$ cat src/hsfr_pkg.sv
// Shared types and codes for the header-synced frame ring receiver.
// Depends on nothing; imported by the receiver module (the RAM does not use it).
package hsfr_pkg;

  // Input item codes
  typedef enum logic [1:0] {
    KIND_BYTE  = 2'd0,
    KIND_TAKE  = 2'd1,
    KIND_CLEAR = 2'd2,
    KIND_NONE  = 2'd3
  } kind_t;

  // Configuration register indexes
  localparam logic [1:0] REG_HEADER = 2'd0;
  localparam logic [1:0] REG_LENGTH = 2'd1;
  localparam logic [1:0] REG_ENABLE = 2'd2;

  // Register reset values and the minimum frame length
  localparam logic [7:0] HEADER_RESET = 8'h59;
  localparam logic [6:0] LENGTH_RESET = 7'd10;
  localparam logic [6:0] LENGTH_MIN   = 7'd3;

  // Controller states
  typedef enum logic {
    ST_IDLE,
    ST_STREAM
  } state_t;

  // One result beat
  typedef struct packed {
    logic [7:0] out_byte;
    logic       byte_valid;
    logic       last;
    logic       frame_ready;
    logic       ring_blocked;
  } result_t;

endpackage

$ cat src/hsfr_ram.sv
// Generic simple dual-port RAM: one write port, one read port, registered read.
// No dependencies; the frame store is an instance of this module.
module hsfr_ram #(
  parameter int WIDTH = 8,
  parameter int DEPTH = 256
) (
  input  logic                     clk,
  input  logic                     wr_en,
  input  logic [$clog2(DEPTH)-1:0] wr_addr,
  input  logic [WIDTH-1:0]         wr_data,
  input  logic                     rd_en,
  input  logic [$clog2(DEPTH)-1:0] rd_addr,
  output logic [WIDTH-1:0]         rd_data
);

  logic [WIDTH-1:0] mem [DEPTH];

  // Write, and read into a registered output; hold data while idle
  always_ff @(posedge clk) begin
    if (wr_en) begin
      mem[wr_addr] <= wr_data;
    end
    if (rd_en) begin
      rd_data <= mem[rd_addr];
    end
  end

endmodule

$ cat src/header_synced_frame_ring_receiver.sv
// Header-synced frame receiver: received bytes build fixed-length frames that open with two
// header bytes and land in a ring of SLOTS slots held in one RAM; a take streams the oldest
// frame out one byte per beat. A received byte, a clear, a take with no frame waiting or an
// unused kind yields one beat; the block takes such an item even while an earlier beat is
// stalled, parking its beat in a one-deep skid register, as long as that register is empty.
// A take of an n-byte frame yields n beats at one per cycle once the output flows; the RAM's
// read port sets that pace. After the take is accepted the controller enters its stream state
// and issues the first RAM read; the registered read data then loads the output register, and
// the next item is taken once the final frame byte has entered the output register.
module header_synced_frame_ring_receiver
  import hsfr_pkg::*;
#(
  parameter int SLOTS      = 4,
  parameter int SLOT_BYTES = 64
) (
  input  logic       clk,
  input  logic       rst,
  // configuration
  input  logic       cfg_write,
  input  logic [1:0] cfg_index,
  input  logic [7:0] cfg_data,
  // input channel
  input  logic       in_valid,
  output logic       in_stall,
  input  logic [1:0] kind,
  input  logic [7:0] rx_byte,
  // output channel
  output logic       out_valid,
  input  logic       out_stall,
  output logic [7:0] out_byte,
  output logic       byte_valid,
  output logic       last,
  output logic       frame_ready,
  output logic       ring_blocked
);

  localparam int SLOT_W = (SLOTS > 1) ? $clog2(SLOTS) : 1;
  localparam int IDX_W  = $clog2(SLOT_BYTES);
  localparam int FILL_W = $clog2(SLOT_BYTES + 1);
  localparam int ADDR_W = SLOT_W + IDX_W;
  localparam int DEPTH  = SLOTS * (2 ** IDX_W);
  localparam logic [SLOT_W-1:0] SLOT_LAST  = SLOT_W'(SLOTS - 1);
  localparam logic [6:0]        LENGTH_MAX = 7'(SLOT_BYTES);
  localparam logic [FILL_W-1:0] FILL_MAX   = FILL_W'(SLOT_BYTES);

  // configuration registers
  logic [7:0] header_byte;
  logic [6:0] frame_length;
  logic       receive_enable;

  // ring bookkeeping
  logic [FILL_W-1:0] fill [SLOTS];
  logic [FILL_W-1:0] fill_next [SLOTS];
  logic [SLOT_W-1:0] write_slot, write_slot_next;
  logic [SLOT_W-1:0] read_slot, read_slot_next;
  logic              full_hold, full_hold_next;

  // controller
  state_t state, state_next;
  logic   in_fire, take_go, single;
  logic   have_frame;
  kind_t  kind_c;

  // stream counters
  logic [SLOT_W-1:0] str_slot;
  logic [IDX_W-1:0]  str_idx;
  logic [FILL_W-1:0] str_left;
  logic              pend, pend_last;
  logic              issue, pend_load, out_free;

  // output and skid registers
  result_t out_res, hold_res, single_res;
  logic    hold_valid;

  // RAM ports
  logic              wr_en;
  logic [ADDR_W-1:0] wr_addr;
  logic [7:0]        rd_data;

  // receive path helpers
  logic [FILL_W-1:0] wfill, wfill_clamp, wfill_inc, eff_len;
  logic [6:0]        len_clamp;
  logic [SLOT_W-1:0] ws_adv, rs_adv;

  function automatic logic [SLOT_W-1:0] next_slot(input logic [SLOT_W-1:0] s);
    next_slot = (s == SLOT_LAST) ? '0 : s + SLOT_W'(1);
  endfunction

  assign kind_c     = kind_t'(kind);
  assign have_frame = full_hold || (read_slot != write_slot);
  assign in_fire    = in_valid && !in_stall;
  assign take_go    = in_fire && (kind_c == KIND_TAKE) && have_frame
                      && (fill[read_slot] != '0);
  assign single     = in_fire && !take_go;
  assign out_free   = !out_valid || !out_stall;
  assign pend_load  = pend && out_free && !hold_valid;

  // Clamp the frame length and form the write-slot fill values
  always_comb begin
    if (frame_length < LENGTH_MIN) begin
      len_clamp = LENGTH_MIN;
    end else if (frame_length > LENGTH_MAX) begin
      len_clamp = LENGTH_MAX;
    end else begin
      len_clamp = frame_length;
    end
    eff_len     = FILL_W'(len_clamp);
    wfill       = fill[write_slot];
    wfill_clamp = (wfill >= FILL_MAX) ? FILL_MAX - FILL_W'(1) : wfill;
    wfill_inc   = wfill_clamp + FILL_W'(1);
    ws_adv      = next_slot(write_slot);
    rs_adv      = next_slot(read_slot);
  end

  // Update ring state for an accepted item; write the received byte
  always_comb begin
    fill_next       = fill;
    write_slot_next = write_slot;
    read_slot_next  = read_slot;
    full_hold_next  = full_hold;
    wr_en           = 1'b0;
    wr_addr         = {write_slot, wfill_clamp[IDX_W-1:0]};
    if (in_fire) begin
      case (kind_c)
        KIND_BYTE: begin
          if (receive_enable && !full_hold) begin
            if ((wfill < FILL_W'(2)) && (rx_byte != header_byte)) begin
              fill_next[write_slot] = '0;
            end else begin
              wr_en                 = 1'b1;
              fill_next[write_slot] = wfill_inc;
              if (wfill_inc >= eff_len) begin
                if (ws_adv != read_slot) begin
                  write_slot_next   = ws_adv;
                  fill_next[ws_adv] = '0;
                end else begin
                  full_hold_next = 1'b1;
                end
              end
            end
          end
        end
        KIND_TAKE: begin
          if (have_frame) begin
            fill_next[read_slot] = '0;
            read_slot_next       = rs_adv;
            if (full_hold) begin
              write_slot_next   = ws_adv;
              fill_next[ws_adv] = '0;
              full_hold_next    = 1'b0;
            end
          end
        end
        KIND_CLEAR: begin
          for (int i = 0; i < SLOTS; i++) begin
            fill_next[i] = '0;
          end
          write_slot_next = '0;
          read_slot_next  = '0;
          full_hold_next  = 1'b0;
        end
        default: begin
        end
      endcase
    end
  end

  // Beat for an item that yields a single result, seen after its update
  always_comb begin
    single_res.out_byte     = 8'd0;
    single_res.byte_valid   = 1'b0;
    single_res.last         = 1'b1;
    single_res.frame_ready  = full_hold_next || (read_slot_next != write_slot_next);
    single_res.ring_blocked = full_hold_next;
  end

  // Next state
  always_comb begin
    state_next = state;
    case (state)
      ST_IDLE: begin
        if (take_go) begin
          state_next = ST_STREAM;
        end
      end
      ST_STREAM: begin
        if (pend_load && pend_last) begin
          state_next = ST_IDLE;
        end
      end
      default: begin
        state_next = ST_IDLE;
      end
    endcase
  end

  // Controller outputs
  always_comb begin
    in_stall = 1'b1;
    issue    = 1'b0;
    case (state)
      ST_IDLE: begin
        in_stall = hold_valid;
      end
      ST_STREAM: begin
        issue = (str_left != '0) && (!pend || pend_load);
      end
      default: begin
      end
    endcase
  end

  // Hold configuration, ring pointers and controller state
  always_ff @(posedge clk) begin
    if (rst) begin
      header_byte    <= HEADER_RESET;
      frame_length   <= LENGTH_RESET;
      receive_enable <= 1'b0;
      for (int i = 0; i < SLOTS; i++) begin
        fill[i] <= '0;
      end
      write_slot <= '0;
      read_slot  <= '0;
      full_hold  <= 1'b0;
      state      <= ST_IDLE;
    end else begin
      if (cfg_write) begin
        case (cfg_index)
          REG_HEADER: header_byte    <= cfg_data;
          REG_LENGTH: frame_length   <= cfg_data[6:0];
          REG_ENABLE: receive_enable <= cfg_data[0];
          default: begin
          end
        endcase
      end
      fill       <= fill_next;
      write_slot <= write_slot_next;
      read_slot  <= read_slot_next;
      full_hold  <= full_hold_next;
      state      <= state_next;
    end
  end

  // Advance the read stream: issue one RAM read per cycle while the output drains
  always_ff @(posedge clk) begin
    if (rst) begin
      pend <= 1'b0;
    end else if (issue) begin
      pend <= 1'b1;
    end else if (pend_load) begin
      pend <= 1'b0;
    end
  end

  always_ff @(posedge clk) begin
    if (take_go) begin
      str_slot <= read_slot;
      str_idx  <= '0;
      str_left <= fill[read_slot];
    end else if (issue) begin
      str_idx  <= str_idx + IDX_W'(1);
      str_left <= str_left - FILL_W'(1);
    end
    if (issue) begin
      pend_last <= (str_left == FILL_W'(1));
    end
  end

  // Load the output register from the skid, the RAM or a fresh single result
  always_ff @(posedge clk) begin
    if (rst) begin
      out_valid  <= 1'b0;
      hold_valid <= 1'b0;
    end else if (out_free) begin
      if (hold_valid) begin
        out_valid  <= 1'b1;
        hold_valid <= 1'b0;
      end else begin
        out_valid <= pend_load || single;
      end
    end else if (single) begin
      hold_valid <= 1'b1;
    end
  end

  always_ff @(posedge clk) begin
    if (out_free) begin
      if (hold_valid) begin
        out_res <= hold_res;
      end else if (pend_load) begin
        out_res.out_byte     <= rd_data;
        out_res.byte_valid   <= 1'b1;
        out_res.last         <= pend_last;
        out_res.frame_ready  <= have_frame;
        out_res.ring_blocked <= full_hold;
      end else if (single) begin
        out_res <= single_res;
      end
    end else if (single) begin
      hold_res <= single_res;
    end
  end

  assign out_byte     = out_res.out_byte;
  assign byte_valid   = out_res.byte_valid;
  assign last         = out_res.last;
  assign frame_ready  = out_res.frame_ready;
  assign ring_blocked = out_res.ring_blocked;

  // Frame store: one row of slot bytes per slot
  hsfr_ram #(
    .WIDTH(8),
    .DEPTH(DEPTH)
  ) u_store (
    .clk    (clk),
    .wr_en  (wr_en),
    .wr_addr(wr_addr),
    .wr_data(rx_byte),
    .rd_en  (issue),
    .rd_addr({str_slot, str_idx}),
    .rd_data(rd_data)
  );

endmodule
$ cat config.mk
export PLATFORM = sky130hd
export DESIGN_NAME = header_synced_frame_ring_receiver
export DESIGN_NICKNAME = d
export VERILOG_FILES = /design/src/hsfr_pkg.sv /design/src/hsfr_ram.sv /design/src/header_synced_frame_ring_receiver.sv
export SDC_FILE = /design/constraint.sdc
export NUM_CORES = 2
export LEC_CHECK = 0
export CORE_ASPECT_RATIO = 1.2
export CORE_MARGIN = 2
export CORE_UTILIZATION = 35
export CTS_CLUSTER_SIZE = 12
export DETAILED_ROUTE_END_ITERATION = 16
export DONT_BUFFER_PORTS = 1
export PLACE_DENSITY = 0.46
export SYNTH_ARGS = -nofsm -noshare
export SYNTH_HDL_FRONTEND = slang
export SYNTH_SLANG_ARGS = --single-unit
$ cat constraint.sdc
create_clock -name clk -period 7.1 [get_ports clk]
set_clock_uncertainty 0.2 [all_clocks]
set_input_delay 0.71 -clock clk [delete_from_list [all_inputs] [get_ports clk]]
set_output_delay 0.71 -clock clk [all_outputs]
set_load 0.05 [all_outputs]
[Yosys cells after proc, flatten, opt, wreduce, memory -nomap -nowiden]
Memories as Yosys holds them, arrays and structs flattened. A register that Yosys moved wholly into a read port is not among the register bits.
Index checks and enable logic that the tools add are counted.
Storage, ports and cells
  register bits: 83
  latch bits: 0
  memory bits (writable): 2048
  ROM bits: 0
  input port bits: 25
  output and inout port bits: 14
  logic and storage cells: 170
  memories kept: 1
Cells by class
  add/sub/neg operators: 5
  multipliers: 0
  divide/modulo/power cells: 0
  $lt $le $gt $ge: 11
  equality and inequality tests: 13
  shift operators: 0
  multiplexer cells: 62
  bitwise logic cells: 12
  reduce and logical (&&, ||, !) cells: 41
Memory list
  u_store.mem: words 256, width 8, rd ports 1, clocked after Yosys merged registers in 1, write ports 1, RTL line hsfr_ram.sv:16  | logic [WIDTH-1:0] mem [DEPTH];
Operators with widths (count)
  2-to-1 mux 28 bit: 6
  bitwise AND 28 bit: 4
  2-to-1 mux 7 bit: 12
  NOT 28 bit: 3
  one-hot mux 28 bit (3 select lines): 1
  demux 7 bit (select 2 bit): 3
  binary-select mux 7 bit (select 2 bit): 2
  bitwise mux 28 bit: 1
  2-to-1 mux 12 bit: 2
  2-to-1 mux 2 bit: 12
  2-to-1 mux 1 bit: 19
  logical AND 1 bit: 14
  less-than comparator 7 x 2 -> 1 bit (second input constant): 2
  nonzero test 7 bit: 2
  AND reduction 2 bit: 5
  greater-or-equal comparator 3 bit (second input constant): 3
  less-than comparator 3 x 1 -> 1 bit (second input constant): 3
  NOT 2 -> 3 bit: 3
  equality test 2 bit (second input constant): 4
  inequality test 8 bit: 1
  adder 7 x 1 -> 7 bit (second input constant): 1
  equality test 7 x 1 -> 1 bit (second input constant): 1
  greater-or-equal comparator 7 bit: 1
  greater-or-equal comparator 7 bit (second input constant): 1
  other kinds (19): 38

[Depth between registers and ports, before layout]
  depth after elaboration: 18
  depth in mapped cells: 16
  depth with buffers taken out: 14

[Cells and area by module]
Synthesis repeated with hierarchy kept, for this count alone.
Unflattened totals
  cells, all modules: 4170
  area, all modules: 84089.4 um2
Modules (own cells, without submodules)
  hsfr_ram: times used 1, cells an instance 3733, area each 79636.4 um2, seq. area each 61739.2 um2
  header_synced_frame_ring_receiver: times used 1, cells an instance 437, area each 4453.0 um2, seq. area each 1901.8 um2

[Worst setup path before layout]
OpenSTA, ideal clock, no wires.
  path type: flip-flop to flip-flop
  start: register write_slot[1]
  end: register, netlist name frame_ready
  setup time: 0.273 ns
  arrival: 3.682 ns
  required time: 6.627 ns
  path slack: 2.945 ns
  cell stages (with the launch flop): 16
  path buffers: 1
  clock period less this slack: 4.155 ns
  cells stage by stage: dfxtp_1 > buf_2 > mux4_2 > nor2_1 > nor2_1 > nand2_1 > o21ai_0 > and2_1 > ha_1 > and3_1 > a221o_1 > a21o_1 > o211a_2 > o211ai_1 > mux2i_1 > a41oi_1
Between the ends
  word-level cells in the longest chain between the ends: 18
  elaborated cells between the ends (all ways): 39
  classes of those cells: 2 x add/sub; 3 x order compare; 4 x eq/ne; 26 x mux; 1 x bitwise; 3 x reduce/logical
Ends and longest elaborated chain
  from (decl): RTL line header_synced_frame_ring_receiver.sv:54  | logic [SLOT_W-1:0] write_slot, write_slot_next;
  from (signal assigned): RTL line header_synced_frame_ring_receiver.sv:237  | write_slot <= write_slot_next;
  NOT 2 -> 3 bit (implied by the code): RTL line header_synced_frame_ring_receiver.sv:108  | wfill = fill[write_slot];
  binary-select mux 7 bit (select 2 bit): RTL line header_synced_frame_ring_receiver.sv:108
  2-to-1 mux 7 bit (implied by the code) (2 in series): RTL line header_synced_frame_ring_receiver.sv:108
  greater-or-equal comparator 7 bit: RTL line header_synced_frame_ring_receiver.sv:109  | wfill_clamp = (wfill >= FILL_MAX) ? FILL_MAX - FILL_W'(1) : wfill;
  2-to-1 mux 7 bit: RTL line header_synced_frame_ring_receiver.sv:109
  adder 7 x 1 -> 7 bit: RTL line header_synced_frame_ring_receiver.sv:110  | wfill_inc = wfill_clamp + FILL_W'(1);
  greater-or-equal comparator 7 bit: RTL line header_synced_frame_ring_receiver.sv:132  | if (wfill_inc >= eff_len) begin
  2-to-1 mux 2 bit: RTL line header_synced_frame_ring_receiver.sv:132
  2-to-1 mux 2 bit: RTL line header_synced_frame_ring_receiver.sv:127  | if ((wfill < FILL_W'(2)) && (rx_byte != header_byte)) begin
  2-to-1 mux 2 bit: RTL line header_synced_frame_ring_receiver.sv:126  | if (receive_enable && !full_hold) begin
  one-hot mux 2 bit (3 select lines): RTL line header_synced_frame_ring_receiver.sv:124  | case (kind_c)
  2-to-1 mux 2 bit: RTL line header_synced_frame_ring_receiver.sv:123  | if (in_fire) begin
  inequality test 2 bit: RTL line header_synced_frame_ring_receiver.sv:173  | single_res.frame_ready = full_hold_next || (read_slot_next != write_slot_next);
  logical OR 1 bit: RTL line header_synced_frame_ring_receiver.sv:173
  2-to-1 mux 12 bit: RTL line header_synced_frame_ring_receiver.sv:296  | end else if (single) begin
  2-to-1 mux 12 bit *: RTL line header_synced_frame_ring_receiver.sv:290  | end else if (pend_load) begin
  2-to-1 mux 2 bit *: RTL line header_synced_frame_ring_receiver.sv:288  | if (hold_valid) begin
Every way passes the cells marked *; elsewhere a longest branch is shown, timed or not. The select of a mux whose other input is x is not followed.
A chain may end at the register's enable or synchronous reset.

[Worst setup path after layout]
  start: register write_slot[0]
  end: register, netlist name frame_ready
Between the ends
  word-level cells in the longest chain between the ends: 18
  elaborated cells between the ends (all ways): 39
  classes of those cells: 2 x add/sub; 3 x order compare; 4 x eq/ne; 26 x mux; 1 x bitwise; 3 x reduce/logical
Ends and longest elaborated chain (RTL line)
  NOT 2 -> 3 bit (implied by the code): header_synced_frame_ring_receiver.sv:108
  binary-select mux 7 bit (select 2 bit): header_synced_frame_ring_receiver.sv:108
  2-to-1 mux 7 bit (implied by the code) (2 in series): header_synced_frame_ring_receiver.sv:108
  greater-or-equal comparator 7 bit: header_synced_frame_ring_receiver.sv:109
  2-to-1 mux 7 bit: header_synced_frame_ring_receiver.sv:109
  adder 7 x 1 -> 7 bit: header_synced_frame_ring_receiver.sv:110
  greater-or-equal comparator 7 bit: header_synced_frame_ring_receiver.sv:132
  2-to-1 mux 2 bit: header_synced_frame_ring_receiver.sv:132
  2-to-1 mux 2 bit: header_synced_frame_ring_receiver.sv:127
  2-to-1 mux 2 bit: header_synced_frame_ring_receiver.sv:126
  one-hot mux 2 bit (3 select lines): header_synced_frame_ring_receiver.sv:124
  2-to-1 mux 2 bit: header_synced_frame_ring_receiver.sv:123
  inequality test 2 bit: header_synced_frame_ring_receiver.sv:173
  logical OR 1 bit: header_synced_frame_ring_receiver.sv:173
  2-to-1 mux 12 bit: header_synced_frame_ring_receiver.sv:296
  2-to-1 mux 12 bit *: header_synced_frame_ring_receiver.sv:290
  2-to-1 mux 2 bit *: header_synced_frame_ring_receiver.sv:288
Marked as above.

==> summary.txt <==
Status
  • Outcome: complete, but fails checks
  • Failing checks: max-slew violations

Worst setup path
  • Reg2Reg Depth: 13
  • Critical path capture point: frame_ready$_DFFE_PP_
  • Critical path startpoint category: register
  • Critical Path Sink Type: register
  • Reg2reg start: write_slot[0]$_SDFF_PP0_
  • Critical path launch point: write_slot[0]$_SDFF_PP0_
  • Critical path fanouts, max: 13
  • R2r setup slk: 1740 ps
  • Reg2reg end: frame_ready$_DFFE_PP_
  • Worst Path Required: 7500 ps
  • Data arrival, critical path: 5760 ps
  • Setup CP Type: reg2reg

Finish
  • Layout fillers: about 21,000
  • Layout cell share with drive strength beyond 1: a little over a quarter
  • Area Overhead vs Synth: 13.1%
  • Multi-input gate area: 19,000 um2
  • Finished Cell Area: around 94,000 um2
  • Total area of sequential cells: roughly 64,000 um2
  • Post-layout net count: 3,815

Yosys
  • Synth Instances: between 3,000 and 4,000
  • Synth warnings: 0
  • Syn Std Cell Area: around 84,000 um2
  • Syn avg cell area: between 20 and 25 um2
  • Syn nets: between 3,000 and 4,000
  • Ys flop type: edfxtp_1
  • Asr flop ratio synth: 0%
  • Leading area contributor after synthesis: edfxtp_1
  • Post-synth cell types: between 50 and 60
  • Top post-synthesis cells by count: edfxtp_1 (2,080), mux4_2 (690), nor2_1 (300), clkbuf_1 (109), nand2_1 (68)
  • Sequential fraction of the synthesis area: roughly three quarters
  • Yosys reg bits: 2,139
  • Top post-synthesis cells by area: edfxtp_1 (75%), mux4_2 (19%), dfxtp_1 (1.4%)
  • Top cell type's share of synthesized area: roughly three quarters
  • Count leader, synth: edfxtp_1
  • EDFF count, synth: 2,080

Routing
  • Vias: around 38,000
  • Drt drc: 0
  • Antenna-violating nets left: 0
  • Pre-antenna DRT Iters: 5
  • WL/cell: between 30 and 40 um
  • Wirelength, routed: about 230,000 um
  • Initial drt markers: ~3,400
  • Vias per inst: around 5.3

Die
  • Chip height: roughly 540 um
  • FP Rows: 196
  • Die area: ~240,000 um2
  • I/O pin total: 39
  • Die Width: about 450 um
  • Core ar.: approximately 240,000 um2
  • Starting Density: a little over a third

GRT
  • Largest net degree at the start of global routing: 249
  • Congestion Overflow GR: 0
  • Initial antenna violation count: 11
  • GRT Resource Usage Total: between 10% and 20%
  • First-pass GRT wire length: about 320,000 um
  • Vias in the first global route: slightly below 40,000

Power and ir drop
  • PD cells: ~260 nW/um2
  • Total power: about 25 mW
  • Leakage: about 28 nW
  • Peak VDD IR: roughly 200 uV

Timing
  • Final Critical Period: 5360 ps
  • Slew @ Worst Pin: between 1500 and 2000 ps
  • Fmax: 187 MHz
  • Relative slew margins: -4.46%
  • Fin Setup TNS: 0 ps
  • Final Hold Vio Count: 0
  • # setup viols final: 0
  • Final cycle utilization of the critical path: between 70 and 80%
  • Setup repair after global routing missed its margin: false
  • Min Hold Slack: around 61 ps
  • Slew Limit Fails: 76

Place
  • Hpwl dp: 122,000 um
  • RD Place Congestion: between 0.7 and 0.8
  • PortBufs: 0
  • Placement Cell Area: about 87,000 um2

Clocking
  • Clock-pin slew on the worst setup and hold paths: 60 ps
  • CTS tree: built
  • Clk buf depth: 3
  • Htree depth: 4
  • Root buf cell: clkbuf_16
  • Clock latency on the worst-skew pair: around 860 ps
  • CTS Buf Count: approximately 220
  • Clock sink total: around 2,100
  • Post-CTS Setup Inserts: 0

Job
  • Max Cap Viol: 0

Hold path
  • Worst min path class: in2reg
per-stage QoR:
stage,setup WS [ps],cells,utilization [%]
6_report,1740,7101,39.8
5_1_grt,1520,7099,39.8
4_1_cts,1740,7098,39.8
3_5_place_dp,1750,6685,36.7
3_3_place_gp,1570,6685,36.7
2_1_floorplan,2950,3677,-
what timing repair did:
item / in CTS / in global routing
resized for setup: 0 / 0
hold endpoints to repair: 1637 / 0
hold buffers: 34 / 0
cell families (layout without fill, tap and decap cells):
family	Yosys count	after routing	synth area share, %
xor+xnor	22	22	0.231
mux	712	712	18.9
buf+inv	224	477	1.16
simple gates	455	455	2.30
flops	2139	2139	76.2
fa+ha+maj	19	19	0.285
compound gates	106	106	0.932
other cells	0	3	0
layer usage:
| metal | wire length, um | vias up | track usage [%] |
|---|---|---|---|
| met2 | 121000 | 954 | 33.4 |
| met4 | 3830 | 2 | 3.80 |
| met5 | 13 | - | 0 |
| met3 | 9940 | 258 | 2.25 |
| li1 | - | 15735 | - |
| met1 | 93000 | 20843 | 24.7 |
worst min path at each step:
| stage | from | endpoint | slack [ps] | cells after the start |
|---|---|---|---|---|
| floorplan | fill[5]$_SDFFE_PP0P_ | fill[5]$_SDFFE_PP0P_ | 250 | 1 |
| global placement | fill[13]$_SDFFE_PP0P_ | fill[13]$_SDFFE_PP0P_ | 280 | 1 |
| detailed placement | fill[0]$_SDFFE_PP0P_ | fill[0]$_SDFFE_PP0P_ | 280 | 1 |
| CTS | rx_byte[7] | u_store.mem[168][7]$_DFFE_PP_ | 1 | 1 |
| global route | rx_byte[7] | u_store.mem[169][7]$_DFFE_PP_ | 10 | 1 |
| finish | rx_byte[7] | u_store.mem[168][7]$_DFFE_PP_ | 60 | 1 |
placed cells by master, fill, tap and decap left out, types with 8 or more instances in the layout:
cell type      Yosys  routed
a21oi_1           16      16
a22o_1            27      27
and2_1            21      21
and3_1             8       8
buf_12             0      21
buf_16             0      14
buf_4             14      30
clkbuf_1         109      64
clkbuf_16          0     219
clkbuf_8           0      10
clkinv_1           0      41
clkinv_2           0      19
dfxtp_1           59      53
dlygate4sd3_1      0      15
edfxtp_1        2080    2080
ha_1              19      19
inv_1             18      18
inv_6              0       9
mux2i_1           17      17
mux4_2           690     690
nand2_1           68      52
nand2_2            0       9
nor2_1           300     299
nor2b_1           13      13
nor3_1            14      14
o21ai_0           20      20
xor2_1            17      17
cell type report:
class	count	share of cell area [%]
diodes	3	0.00795
flip-flops and latches	2139	67.4
inverters	18	0.0716
well taps	3168	4.20
clock buffers	293	6.21
repair buffers	80	1.25
multi-input cells	1314	20.1
clock inverters	86	0.725
report_power, final:
part,leakage [nW],internal (mW),switching [mW]
Combinational,5.19,0.0482,0.256
Clock,3.18,6.00,4.77
Sequential,19.2,13.9,0.0199
critical path, stage by stage, from the launching register on:
cell,delay (ps)
dfxtp_1,750
mux4_2,540
nor2_1,160
nor2_1,770
nand3_1,300
and2_1,270
ha_1,290
and3_1,180
a221o_1,340
a21o_1,290
o211a_2,300
o211ai_1,280
mux2i_1,290
a41oi_1,140
registers in the layout (all words and copies together), names as in the netlist, 2 cells and up:
name,cells
write_slot,2
frame_length,7
str_slot,2
hold_res,2
str_left,7
out_byte,8
fill,28
read_slot,2
u_store.mem,2048
u_store.rd_data,8
str_idx,6
header_byte,8
(Power assumes the default switching activity.)
